**config.mk**
```make
export PLATFORM = sky130hd
export DESIGN_NAME = pendulum_swing_up_sequencer_flat
export DESIGN_NICKNAME = d
export VERILOG_FILES = /design/src/design/psus_pkg.sv /design/src/design/psus_if.sv /design/src/design/psus_cfg_regs.sv /design/src/design/psus_step.sv /design/src/design/pendulum_swing_up_sequencer.sv /design/src/flat_wrapper.sv
export SDC_FILE = /design/constraint.sdc
export NUM_CORES = 1
export LEC_CHECK = 0
export BUFFER_PORTS_ARGS = -buffer_cell sky130_fd_sc_hd__buf_4
export CORE_UTILIZATION = 45
export CTS_CLUSTER_SIZE = 24
export DETAILED_ROUTE_END_ITERATION = 10
export GPL_TIMING_DRIVEN = 0
export PLACE_DENSITY = 0.57
export SKIP_CTS_REPAIR_TIMING = 1
export SYNTH_ARGS = -nofsm -noshare
export SYNTH_HDL_FRONTEND = slang
export SYNTH_SLANG_ARGS = --single-unit
```
**constraint.sdc**
```tcl
create_clock -name clk -period 7.5 [get_ports clk]
set_input_delay 0.375 -clock clk [delete_from_list [all_inputs] [get_ports clk]]
set_output_delay 0.375 -clock clk [all_outputs]
set_load 0.005 [all_outputs]
```
**src/design/psus_pkg.sv**
```systemverilog
// ---------------------------------------------------------------------------
// psus_pkg
// Types, codes and constants of the pendulum swing-up sequencer.
// ---------------------------------------------------------------------------
package psus_pkg;

  localparam int ANGLE_W     = 12;
  localparam int RANGE_W     = 11;
  localparam int MAG_W       = 7;
  localparam int TICKS_W     = 16;
  localparam int JDIV_W      = 8;
  localparam int DRIVE_W     = 8;
  localparam int PHASE_W     = 4;
  localparam int FUNC_W      = 2;
  localparam int CFG_IDX_W   = 3;
  localparam int CFG_DATA_W  = 16;
  localparam int WIN_W       = 14;
  localparam int ACNT_W      = 3;
  localparam int PCNT_W      = 6;

  localparam logic [ACNT_W-1:0] ANGLE_DIVIDE    = 3'd5;
  localparam logic [PCNT_W-1:0] POSITION_DIVIDE = 6'd50;

  typedef enum logic [FUNC_W-1:0] {
    FUNC_TICK  = 2'd0,
    FUNC_START = 2'd1,
    FUNC_STOP  = 2'd2
  } func_t;

  typedef enum logic [PHASE_W-1:0] {
    PH_STOP     = 4'd0,
    PH_JUDGE    = 4'd1,
    PH_BAL      = 4'd2,
    PH_FIN_PUSH = 4'd3,
    PH_FIN_WAIT = 4'd4,
    PH_UP_PUSH  = 4'd5,
    PH_UP_WAIT  = 4'd6,
    PH_UP_REV   = 4'd7,
    PH_UP_WAIT2 = 4'd8,
    PH_DN_PUSH  = 4'd9,
    PH_DN_WAIT  = 4'd10,
    PH_DN_REV   = 4'd11,
    PH_DN_WAIT2 = 4'd12
  } phase_t;

  typedef enum logic [CFG_IDX_W-1:0] {
    REG_UPRIGHT_ANGLE = 3'd0,
    REG_WINDOW_HALF   = 3'd1,
    REG_PUSH_DRIVE    = 3'd2,
    REG_PUSH_TICKS    = 3'd3,
    REG_FINAL_DRIVE   = 3'd4,
    REG_FINAL_TICKS   = 3'd5,
    REG_JUDGE_DIVIDE  = 3'd6,
    REG_SPIN_ENABLE   = 3'd7
  } reg_idx_t;

  typedef struct packed {
    logic [ANGLE_W-1:0] upright_angle;
    logic [RANGE_W-1:0] window_half;
    logic [MAG_W-1:0]   push_drive;
    logic [TICKS_W-1:0] push_ticks;
    logic [MAG_W-1:0]   final_drive;
    logic [TICKS_W-1:0] final_ticks;
    logic [JDIV_W-1:0]  judge_divide;
    logic               spin_enable;
  } cfg_t;

  typedef struct packed {
    phase_t                   phase;
    logic [TICKS_W-1:0]       countdown;
    logic [2:0][ANGLE_W-1:0]  hist;
    logic [JDIV_W-1:0]        judge_count;
    logic [ACNT_W-1:0]        angle_count;
    logic [PCNT_W-1:0]        pos_cnt;
    logic signed [DRIVE_W-1:0] drive;
  } state_t;

  typedef struct packed {
    logic signed [DRIVE_W-1:0] drive;
    logic                      drive_from_pid;
    logic                      angle_pid_step;
    logic                      position_pid_step;
    logic                      pid_reset;
    logic [PHASE_W-1:0]        phase;
  } result_t;

endpackage

```
**src/design/psus_if.sv**
```systemverilog
// ---------------------------------------------------------------------------
// psus channel interfaces
// Valid/ready channels for ticks, results and register writes.
// ---------------------------------------------------------------------------
interface psus_in_if import psus_pkg::*; ();
  logic               valid;
  logic               ready;
  logic [FUNC_W-1:0]  func;
  logic [ANGLE_W-1:0] angle;

  modport source (output valid, func, angle, input ready);
  modport sink   (input valid, func, angle, output ready);
endinterface

interface psus_out_if import psus_pkg::*; ();
  logic                      valid;
  logic                      ready;
  logic signed [DRIVE_W-1:0] drive;
  logic                      drive_from_pid;
  logic                      angle_pid_step;
  logic                      position_pid_step;
  logic                      pid_reset;
  logic [PHASE_W-1:0]        phase;

  modport source (output valid, drive, drive_from_pid, angle_pid_step,
                  position_pid_step, pid_reset, phase, input ready);
  modport sink   (input valid, drive, drive_from_pid, angle_pid_step,
                  position_pid_step, pid_reset, phase, output ready);
endinterface

interface psus_cfg_if import psus_pkg::*; ();
  logic                  valid;
  logic                  ready;
  logic [CFG_IDX_W-1:0]  index;
  logic [CFG_DATA_W-1:0] data;

  modport source (output valid, index, data, input ready);
  modport sink   (input valid, index, data, output ready);
endinterface

```
**src/design/psus_cfg_regs.sv**
```systemverilog
// ---------------------------------------------------------------------------
// psus_cfg_regs
// Configuration register bank, written one register per transaction.
// ---------------------------------------------------------------------------
module psus_cfg_regs import psus_pkg::*; (
  input  logic          clk,
  input  logic          rst,
  psus_cfg_if.sink      cfg,
  output cfg_t          regs
);

  assign cfg.ready = 1'b1;

  always_ff @(posedge clk) begin
    if (rst) begin
      regs.upright_angle <= 12'd1790;
      regs.window_half   <= 11'd300;
      regs.push_drive    <= 7'd35;
      regs.push_ticks    <= 16'd100;
      regs.final_drive   <= 7'd60;
      regs.final_ticks   <= 16'd150;
      regs.judge_divide  <= 8'd40;
      regs.spin_enable   <= 1'b0;
    end else if (cfg.valid) begin
      unique case (reg_idx_t'(cfg.index))
        REG_UPRIGHT_ANGLE: regs.upright_angle <= cfg.data[ANGLE_W-1:0];
        REG_WINDOW_HALF:   regs.window_half   <= cfg.data[RANGE_W-1:0];
        REG_PUSH_DRIVE:    regs.push_drive    <= cfg.data[MAG_W-1:0];
        REG_PUSH_TICKS:    regs.push_ticks    <= cfg.data[TICKS_W-1:0];
        REG_FINAL_DRIVE:   regs.final_drive   <= cfg.data[MAG_W-1:0];
        REG_FINAL_TICKS:   regs.final_ticks   <= cfg.data[TICKS_W-1:0];
        REG_JUDGE_DIVIDE:  regs.judge_divide  <= cfg.data[JDIV_W-1:0];
        REG_SPIN_ENABLE:   regs.spin_enable   <= cfg.data[0];
        default: ;
      endcase
    end
  end

endmodule

```
**src/design/psus_step.sv**
```systemverilog
// ---------------------------------------------------------------------------
// psus_step
// Next-state and result logic for one item of the sequencer.
// ---------------------------------------------------------------------------
module psus_step import psus_pkg::*; (
  input  cfg_t                regs,
  input  state_t              st,
  input  logic [FUNC_W-1:0]   func,
  input  logic [ANGLE_W-1:0]  angle,
  output state_t              st_next,
  output result_t             res
);

  logic signed [WIN_W-1:0]   lo, hi, a_s, s0, s1, s2;
  logic [JDIV_W-1:0]         jc_inc;
  logic [ACNT_W-1:0]         ac_inc;
  logic [PCNT_W-1:0]         pc_inc;
  logic [TICKS_W-1:0]        cd_dec;
  logic signed [DRIVE_W-1:0] push_pos, push_neg, fin_pos, fin_neg;
  logic                      from_pid, astep, pstep, preset;

  function automatic logic in_win(logic signed [WIN_W-1:0] v,
                                  logic signed [WIN_W-1:0] l,
                                  logic signed [WIN_W-1:0] h);
    return (v > l) && (v < h);
  endfunction

  assign lo  = $signed({2'b00, regs.upright_angle}) - $signed({3'b000, regs.window_half});
  assign hi  = $signed({2'b00, regs.upright_angle}) + $signed({3'b000, regs.window_half});
  assign a_s = $signed({2'b00, angle});
  // Sample window after shifting in the new angle
  assign s0  = a_s;
  assign s1  = $signed({2'b00, st.hist[0]});
  assign s2  = $signed({2'b00, st.hist[1]});

  assign jc_inc = st.judge_count + 8'd1;
  assign ac_inc = st.angle_count + 3'd1;
  assign pc_inc = st.pos_cnt + 6'd1;
  assign cd_dec = st.countdown - 16'd1;

  assign push_pos = $signed({1'b0, regs.push_drive});
  assign push_neg = -push_pos;
  assign fin_pos  = $signed({1'b0, regs.final_drive});
  assign fin_neg  = -fin_pos;

  always_comb begin
    st_next  = st;
    from_pid = 1'b0;
    astep    = 1'b0;
    pstep    = 1'b0;
    preset   = 1'b0;
    unique case (func)
      FUNC_START: begin
        st_next.phase = PH_JUDGE;
        st_next.drive = '0;
      end
      FUNC_STOP: begin
        st_next.phase = PH_STOP;
        st_next.drive = '0;
        preset        = 1'b1;
      end
      FUNC_TICK: begin
        unique case (st.phase)
          PH_STOP: ;
          PH_JUDGE: begin
            st_next.drive       = '0;
            st_next.judge_count = jc_inc;
            if (jc_inc >= regs.judge_divide) begin
              st_next.judge_count = '0;
              st_next.hist        = {st.hist[1], st.hist[0], angle};
              priority if (s0 > hi && s1 > hi && s2 > hi && s1 < s0 && s1 < s2) begin
                st_next.phase = PH_UP_PUSH;
              end else if (s0 < lo && s1 < lo && s2 < lo && s1 > s0 && s1 > s2) begin
                st_next.phase = PH_DN_PUSH;
              end else if (in_win(s0, lo, hi) && in_win(s1, lo, hi)) begin
                if (regs.spin_enable) begin
                  st_next.phase = PH_FIN_PUSH;
                end else begin
                  preset        = 1'b1;
                  st_next.phase = PH_BAL;
                end
              end else begin
              end
            end
          end
          PH_BAL: begin
            st_next.angle_count = ac_inc;
            if (ac_inc >= ANGLE_DIVIDE) begin
              st_next.angle_count = '0;
              if (in_win(a_s, lo, hi)) begin
                astep    = 1'b1;
                from_pid = 1'b1;
              end else begin
                st_next.drive = '0;
                st_next.phase = PH_STOP;
                preset        = 1'b1;
              end
            end
            st_next.pos_cnt = pc_inc;
            if (pc_inc >= POSITION_DIVIDE) begin
              st_next.pos_cnt = '0;
              pstep           = 1'b1;
            end
          end
          PH_FIN_PUSH: begin
            st_next.drive     = (angle > regs.upright_angle) ? fin_pos : fin_neg;
            st_next.countdown = regs.final_ticks;
            st_next.phase     = PH_FIN_WAIT;
          end
          PH_FIN_WAIT: begin
            st_next.countdown = cd_dec;
            if (cd_dec == '0) begin
              st_next.drive = '0;
              st_next.phase = PH_STOP;
            end
          end
          PH_UP_PUSH, PH_DN_PUSH: begin
            st_next.drive     = (st.phase == PH_UP_PUSH) ? push_pos : push_neg;
            st_next.countdown = regs.push_ticks;
            st_next.phase     = phase_t'(st.phase + 4'd1);
          end
          PH_UP_WAIT, PH_DN_WAIT: begin
            st_next.countdown = cd_dec;
            if (cd_dec == '0) begin
              st_next.phase = phase_t'(st.phase + 4'd1);
            end
          end
          PH_UP_REV, PH_DN_REV: begin
            st_next.drive     = (st.phase == PH_UP_REV) ? push_neg : push_pos;
            st_next.countdown = regs.push_ticks;
            st_next.phase     = phase_t'(st.phase + 4'd1);
          end
          PH_UP_WAIT2, PH_DN_WAIT2: begin
            st_next.countdown = cd_dec;
            if (cd_dec == '0) begin
              st_next.drive = '0;
              st_next.phase = PH_JUDGE;
            end
          end
          default: begin
            st_next.drive = '0;
            st_next.phase = PH_STOP;
          end
        endcase
      end
      default: ;
    endcase
  end

  always_comb begin
    res.drive             = from_pid ? '0 : st_next.drive;
    res.drive_from_pid    = from_pid;
    res.angle_pid_step    = astep;
    res.position_pid_step = pstep;
    res.pid_reset         = preset;
    res.phase             = st_next.phase;
  end

endmodule

```
**src/design/pendulum_swing_up_sequencer.sv**
```systemverilog
// ---------------------------------------------------------------------------
// pendulum_swing_up_sequencer
// Swing-up, final push and balance sequencing for an inverted pendulum.
// ---------------------------------------------------------------------------
//
//  Channel  Dir  Payload                                       Handshake
//  -------  ---  --------------------------------------------  ----------
//  in_ch    in   func[1:0], angle[11:0]                        valid/ready
//  out_ch   out  drive[7:0] s, drive_from_pid, angle_pid_step, valid/ready
//                position_pid_step, pid_reset, phase[3:0]
//  cfg      in   index[2:0], data[15:0]                        valid/ready
//
//  Flow: one item per clock sustained while out_ch.ready stays high; an item
//  passes from in_ch into the input register, then into the result register,
//  from which out_ch shows its result until it is taken.
//  The sequencer state is updated by the step logic in the cycle the item
//  moves from the input register into the result register.
//  Reset (rst, synchronous): phase stop, counters, history and drive zero,
//  registers at their power-up values; both channel stages empty.
//  Stalls: the result register holds an item while out_ch.ready is low; an
//  empty input register still takes one more item, then in_ch.ready drops.
//  cfg is always ready; a write lands on the next edge.
// ---------------------------------------------------------------------------
module pendulum_swing_up_sequencer import psus_pkg::*; (
  input  logic        clk,
  input  logic        rst,
  psus_in_if.sink     in_ch,
  psus_out_if.source  out_ch,
  psus_cfg_if.sink    cfg
);

  cfg_t               regs;
  state_t             st, st_next;
  result_t            res, res_q;

  // Input register
  logic               in_valid;
  logic [FUNC_W-1:0]  in_func;
  logic [ANGLE_W-1:0] in_angle;

  // Result register
  logic               out_valid;
  logic               advance;

  psus_cfg_regs u_cfg (
    .clk  (clk),
    .rst  (rst),
    .cfg  (cfg),
    .regs (regs)
  );

  psus_step u_step (
    .regs    (regs),
    .st      (st),
    .func    (in_func),
    .angle   (in_angle),
    .st_next (st_next),
    .res     (res)
  );

  // Advance the input stage when the result register is free or draining
  assign advance     = !out_valid || out_ch.ready;
  assign in_ch.ready = !in_valid || advance;

  always_ff @(posedge clk) begin
    if (rst) begin
      in_valid <= 1'b0;
    end else if (in_ch.ready) begin
      in_valid <= in_ch.valid;
    end
  end

  // Hold the payload until it moves on
  always_ff @(posedge clk) begin
    if (in_ch.valid && in_ch.ready) begin
      in_func  <= in_ch.func;
      in_angle <= in_ch.angle;
    end
  end

  // Commit sequencer state only when the item leaves the input register
  always_ff @(posedge clk) begin
    if (rst) begin
      st.phase       <= PH_STOP;
      st.countdown   <= '0;
      st.hist        <= '0;
      st.judge_count <= '0;
      st.angle_count <= '0;
      st.pos_cnt     <= '0;
      st.drive       <= '0;
    end else if (in_valid && advance) begin
      st <= st_next;
    end
  end

  always_ff @(posedge clk) begin
    if (rst) begin
      out_valid <= 1'b0;
    end else if (advance) begin
      out_valid <= in_valid;
    end
  end

  always_ff @(posedge clk) begin
    if (in_valid && advance) begin
      res_q <= res;
    end
  end

  assign out_ch.valid             = out_valid;
  assign out_ch.drive             = res_q.drive;
  assign out_ch.drive_from_pid    = res_q.drive_from_pid;
  assign out_ch.angle_pid_step    = res_q.angle_pid_step;
  assign out_ch.position_pid_step = res_q.position_pid_step;
  assign out_ch.pid_reset         = res_q.pid_reset;
  assign out_ch.phase             = res_q.phase;

endmodule

```
**src/flat_wrapper.sv**
```systemverilog
// flat-port wrapper written by rule: the top's interface ports become plain ports
module pendulum_swing_up_sequencer_flat import psus_pkg::*;
  (clk, rst, in_ch_valid, in_ch_func, in_ch_angle, in_ch_ready, out_ch_valid, out_ch_drive, out_ch_drive_from_pid, out_ch_angle_pid_step, out_ch_position_pid_step, out_ch_pid_reset, out_ch_phase, out_ch_ready, cfg_valid, cfg_index, cfg_data, cfg_ready);
  psus_in_if in_ch_i ();
  psus_out_if out_ch_i ();
  psus_cfg_if cfg_i ();
  input  logic clk;
  input  logic rst;
  input wire logic [$bits(in_ch_i.valid)-1:0] in_ch_valid;
  input wire logic [$bits(in_ch_i.func)-1:0] in_ch_func;
  input wire logic [$bits(in_ch_i.angle)-1:0] in_ch_angle;
  output wire logic [$bits(in_ch_i.ready)-1:0] in_ch_ready;
  output wire logic [$bits(out_ch_i.valid)-1:0] out_ch_valid;
  output wire logic [$bits(out_ch_i.drive)-1:0] out_ch_drive;
  output wire logic [$bits(out_ch_i.drive_from_pid)-1:0] out_ch_drive_from_pid;
  output wire logic [$bits(out_ch_i.angle_pid_step)-1:0] out_ch_angle_pid_step;
  output wire logic [$bits(out_ch_i.position_pid_step)-1:0] out_ch_position_pid_step;
  output wire logic [$bits(out_ch_i.pid_reset)-1:0] out_ch_pid_reset;
  output wire logic [$bits(out_ch_i.phase)-1:0] out_ch_phase;
  input wire logic [$bits(out_ch_i.ready)-1:0] out_ch_ready;
  input wire logic [$bits(cfg_i.valid)-1:0] cfg_valid;
  input wire logic [$bits(cfg_i.index)-1:0] cfg_index;
  input wire logic [$bits(cfg_i.data)-1:0] cfg_data;
  output wire logic [$bits(cfg_i.ready)-1:0] cfg_ready;
  assign in_ch_i.valid = in_ch_valid;
  assign in_ch_i.func = in_ch_func;
  assign in_ch_i.angle = in_ch_angle;
  assign in_ch_ready = in_ch_i.ready;
  assign out_ch_valid = out_ch_i.valid;
  assign out_ch_drive = out_ch_i.drive;
  assign out_ch_drive_from_pid = out_ch_i.drive_from_pid;
  assign out_ch_angle_pid_step = out_ch_i.angle_pid_step;
  assign out_ch_position_pid_step = out_ch_i.position_pid_step;
  assign out_ch_pid_reset = out_ch_i.pid_reset;
  assign out_ch_phase = out_ch_i.phase;
  assign out_ch_i.ready = out_ch_ready;
  assign cfg_i.valid = cfg_valid;
  assign cfg_i.index = cfg_index;
  assign cfg_i.data = cfg_data;
  assign cfg_ready = cfg_i.ready;
  pendulum_swing_up_sequencer u_core (.clk(clk), .rst(rst), .in_ch(in_ch_i), .out_ch(out_ch_i), .cfg(cfg_i));
endmodule
```
# Yosys cells after proc, flatten, opt, wreduce, memory -nomap -nowiden
# Index checks and enable logic that the tools add are counted.
# classes
n_lt_le_gt_ge	18
add_sub_neg	9
mux	38
n_reduce_logical	44
n_eq_ne	21
# ops
operator	count
$mux W8	7
$pmux W16 S3	1
$pmux W8 S6	1
$gt A12 B13 Y1	3
$lt A13 B13 Y1	3
$gt A12 B12 Y1	3
$mux W4	9
$pmux W4 S8	1
$gt A13 B13 Y1	2
$lt A12 B13 Y1	2
$lt A12 B12 Y1	2
$eq A4 B4 Y1 const B	5
$reduce_and A2 Y1	9
$eq A4 B3 Y1 const B	4
$logic_not A16 Y1	1
$neg A7 Y8	2
$pmux W8 S2	1
$sub A16 B1 Y16 const B	1
$add A12 B11 Y13	1
$logic_and A1 B1 Y1	13
$mux W1	13
$sub A12 B11 Y13	1
$eq A3 B3 Y1 const B	4
$pmux W4 S3	1
other kinds (28)	40
# totals
reg_bits	178
word_cells	155

# Depth between registers and ports, before layout
# logic_depth
word_depth	11
ltp_mapped	23
mapped_depth_nobuf	23

# Hierarchy
# From an unflattened synthesis, not the netlist that was laid out.
# unflattened
hier_cells	1688
hier_area_um2	14536.4
# by_module_without_submodules
mod	area_each_um2	instances	cells_each
psus_step	6698.9	1	997
pendulum_swing_up_sequencer	4689.5	1	391
psus_cfg_regs	3148.0	1	300

# Worst setup path before layout
# Ideal clock, no wire load.
# synth_timing
path_kind	reg-to-reg
from	register, netlist name u_core.u_cfg.regs[59]
to	register, netlist name u_core.st[78]
setup_slack_ns	2.957
path_stages_with_launch	22
t_required_ns	7.373
period_less_slack_ns	4.543
setup_time_ns	0.127
arrival_ns	4.415
path_cell_list	dfxtp_1 > inv_1 > ha_1 > buf_6 > a21oi_2 > nor2b_1 > or3_1 > buf_6 > a21o_2 > a21oi_1 > xnor2_1 > ha_1 > a211o_1 > a21oi_1 > o211ai_1 > a31oi_1 > o2111ai_1 > a311oi_1 > or4b_4 > a31o_1 > o41ai_2 > o21ai_1
# synth_between
elab_chain_cells	11
elab_cells_between_ends	31
# synth_lines
item	line	text
$sub A12 B11 Y13	psus_step.sv:28	assign lo = $signed({2'b00, regs.upright_angle}) - $signed({3'b000, regs.window_half});
$lt A13 B13 Y1	psus_step.sv:73	end else if (s0 < lo && s1 < lo && s2 < lo && s1 > s0 && s1 > s2) begin
$logic_and A1 B1 Y1 (4 in series)	psus_step.sv:73	
$mux W4	psus_step.sv:73	
$mux W4	psus_step.sv:71	priority if (s0 > hi && s1 > hi && s2 > hi && s1 < s0 && s1 < s2) begin
$mux W4	psus_step.sv:68	if (jc_inc >= regs.judge_divide) begin
$pmux W4 S8 *	psus_step.sv:63	unique case (st.phase)
$pmux W4 S3 *	psus_step.sv:52	unique case (func)
# Every way passes the cells marked *; elsewhere a longest branch is shown, timed or not.
# A chain may end at the register's enable or synchronous reset.

# Worst setup path in the final report
# layout_timing
from	register, netlist name u_core.u_cfg.regs[66]
to	register, netlist name u_core.st[78]
# layout_between
elab_chain_cells	11
elab_cells_between_ends	31
# layout_lines
item	line
$sub A12 B11 Y13	psus_step.sv:28
$lt A13 B13 Y1	psus_step.sv:73
$logic_and A1 B1 Y1 (4 in series)	psus_step.sv:73
$mux W4	psus_step.sv:73
$mux W4	psus_step.sv:71
$mux W4	psus_step.sv:68
$pmux W4 S8 *	psus_step.sv:63
$pmux W4 S3 *	psus_step.sv:52
# Marks and branches as above.

==> flow_summary_export.csv <==
group,metric,value,unit
layout,finalInstanceArea,13700,um2
setup_path,endpoint,"u_core.st[78]",
route,drc,0,
floorplanning,dieArea,28000,um2
setup_path,crit_path_end_kind,"flop",
sta,tns,0,ns
synth,ys_seq_elements,178,
floorplanning,rows,60,
setup_path,crit_required,7.82,ns
clocking,clkLatencyLatePin,0.45,ns
setup_path,arrival,5.71,ns
pwr,ir_drop,0.152,mV
synth,async_flop_share,0,%
sta,rsz0062_at_grt,"no",
setup_path,rr_endpoint,"u_core.st[78]",
placement,postPlaceCellArea,13100,um2
floorplanning,initial_core_util,45.8,%
setup_path,crit_start,"u_core.u_cfg.regs[66]",
clocking,cts_made_buffers,17,
sta,slew_violations,0,
synth,synthCells,1501,
floorplanning,ioPinCount,57,
synth,syn-num-nets,1687,
setup_path,cp-start-kind,"flop",
synth,yosysWarnings,0,
clocking,root_buffer,"clkbuf_16",
route,wirelength,37300,um
sta,slew_headroom,18.5,%
layout,final_cells,1927,
layout,area_growth,11.5,%
setup_path,cp_max_fo,8,
clocking,path_clk_slew,0.08,ns
sta,fin_crit_sh,71.8,%
global_routing,grt_pass1_wl,58700,um
layout,fin_util,51.1,%
floorplanning,die_h,167,um
synth,synth.area.top_cells,"dfxtp_1 24%, ha_1 15%, edfxtp_1 7.1%, a21oi_1 6.5%, nand2_1 6.1%",
synth,ys_types,91,
clocking,htree_levels,4,
global_routing,grt_start_max_net_pins,22,
route,viasPerCell,5.81,
placement,dp_hpwl,28900,um
clocking,clockBufferDepth,2,
synth,synthesis.area,12300,um2
route,drt_pass1_iterations,5,
layout,nets,1759,
synth,yosysTopAreaCell,"dfxtp_1",
synth,syn_area_per_cell,8.20,um2
sta,hold_viol,0,
sta,fin_crit,5.38,ns
run,maxCapViolCount,0,
sta,worst_slew_pin_slew,1.21,ns
placement,io_buffers,53,
sta,fin_worst_skew,0.0144,ns
global_routing,grt_pass1_vias,10400,
clocking,cts_sinks,178,
pwr,p_leak,0.00560,uW
synth,synth_ff_type,"dfxtp_1",
setup_path,r2r_slack,2.12,ns
clocking,cts_tree,"done",
worst_hold_path,hold_path.class,"in -> reg",
setup_path,r2r_start,"u_core.u_cfg.regs[66]",
global_routing,grt_usage,27.0,%
floorplanning,core,26900,um2
layout,drive_above_1_share,8.70,%
synth,synth-seq-area-share,31.3,%
global_routing,overflow,0,
sta,max_freq,186,MHz
pwr,finalPower,2270,uW
sta,finalSetupViolCount,0,
synth,synth_edf_count,29,
route,vias,11200,
route,antenna_left,0,
layout,diodes,0,
setup_path,worstSetupPathType,"reg -> reg",
synth,synth_most_common_cell,"nand2_1",
synth,ys_top_cells_by_count,"200 x nand2_1, 161 x a21oi_1, 149 x dfxtp_1",
status,status,"finished, final reports clean",
setup_path,r2r_cells,21,
route,initialDrtViolationCount,927,
global_routing,antenna_found_initial,0,
synth,synth_top_cell_area_share,24.2,%
placement,place_congestion,0.887,
pwr,powerDensity,166,nW/um2
route,detail_route.wl_per_cell,19.4,um
floorplanning,die_w,167,um
placement,post-place-cells,1895,
[worst min-delay path by stage]
| stage | from | to | slack [ns] | depth (start not counted) |
|---|---|---|---|---|
| after floorplan | u_core.u_cfg.regs[15] | u_core.u_cfg.regs[15] | 0.43 | 2 |
| after global placement | u_core.u_cfg.regs[23] | u_core.u_cfg.regs[23] | 0.44 | 2 |
| after detailed placement | u_core.u_cfg.regs[17] | u_core.u_cfg.regs[17] | 0.45 | 2 |
| after CTS | in_ch_angle[5] | u_core.in_angle[5] | 0.08 | 1 |
| after global routing | in_ch_angle[7] | u_core.in_angle[7] | 0.07 | 1 |
| final | in_ch_angle[5] | u_core.in_angle[5] | 0.09 | 1 |
[metrics by stage]
stage	hold WS (ns)	setup WS (ns)
2_1_floorplan	0.432	2.96
3_5_place_dp	0.448	2.19
3_3_place_gp	0.440	2.25
5_1_grt	0.0733	1.68
6_report	0.0936	2.12
4_1_cts	0.0766	2.16
[cell usage in the layout (no fill, tap or decap), drive strengths merged, types with 8 or more instances in the layout]
cell / netlist / routed
nand2: 200 / 200
a21oi: 162 / 162
dfxtp: 149 / 149
ha: 146 / 146
nor2: 120 / 120
inv: 90 / 100
clkbuf: 56 / 74
buf: 11 / 64
o21ai: 53 / 53
nand3: 31 / 31
xnor2: 31 / 31
edfxtp: 29 / 29
nor3: 28 / 28
nor2b: 27 / 27
nand4: 25 / 25
a211o: 23 / 23
a22oi: 21 / 21
mux2i: 20 / 20
o31ai: 18 / 18
nand2b: 18 / 18
a211oi: 17 / 17
o21a: 17 / 17
nor4: 14 / 14
and3: 14 / 14
nand3b: 12 / 12
xor2: 12 / 12
or2: 11 / 11
a21o: 10 / 10
or3: 9 / 9
o211ai: 9 / 9
o22ai: 8 / 8
o41ai: 8 / 8
[kinds of logic (layout without fill, tap and decap cells)]
logic type,after synthesis,in the layout,share of synthesized area [%]
flip-flops,178,178,31.3
AO/OA/AOI/OAI,421,421,22.7
multiplexers,21,21,1.72
other,1,1,0.0305
AND/OR/NAND/NOR,530,530,20.4
XOR/XNOR,43,43,3.06
buffers and inverters,158,243,5.56
adder cells (fa/ha/maj),149,149,15.2
[power by group]
group	leakage (uW)	internal [uW]	switching, uW	total (uW)
clock network	0.000285	477	442	919
logic	0.00382	136	206	342
registers	0.00149	990	22.6	1010
[layer usage]
metal / global-route usage [%] / vias to the layer above / wire [um]
li1: - / 5552 / -
met1: 40.0 / 5289 / 19000
met2: 40.7 / 313 / 15800
met3: 4.07 / 34 / 2020
met4: 6.78 / 0 / 511
met5: 0 / - / 0
[final cells by class]
type | count | area (um2)
Inverter | 90 | 338
Clock inverter | 14 | 161
Buffer | 68 | 347
Tap cell | 341 | 427
Timing Repair Buffer | 53 | 398
Fill cell | 2708 | 13100
Clock buffer | 18 | 429
Sequential cell | 178 | 3850
Multi-Input combinational cell | 1165 | 7770
[critical path, stage by stage (launching register included)]
cell       delay, ns
dfxtp_1         0.43
inv_1           0.06
ha_1            0.21
fa_1            0.41
nand2b_4        0.16
a21oi_1         0.16
or3_1           0.14
buf_6           0.13
a21o_2          0.12
a21oi_1         0.07
xnor2_1         0.41
ha_1            0.35
a211o_1         0.30
a21oi_1         0.17
o211ai_1        0.17
a31oi_1         0.21
o2111ai_1       0.14
a311oi_1        0.37
or4b_4          0.56
a31o_1          0.24
o41ai_2         0.32
o21ai_1         0.11
[flip-flops by register name, summed over array words and instances (netlist names)]
register	cells
u_core.in_valid	1
u_core.out_ch.drive	8
u_core.out_ch.position_pid_step	1
u_core.u_cfg.regs	78
u_core.in_angle	12
u_core.out_ch.valid	1
u_core.out_ch.phase	4
u_core.out_ch.angle_pid_step	1
u_core.out_ch.pid_reset	1
u_core.st	69
u_core.in_func	2
Power figures use the tool's default switching activity.
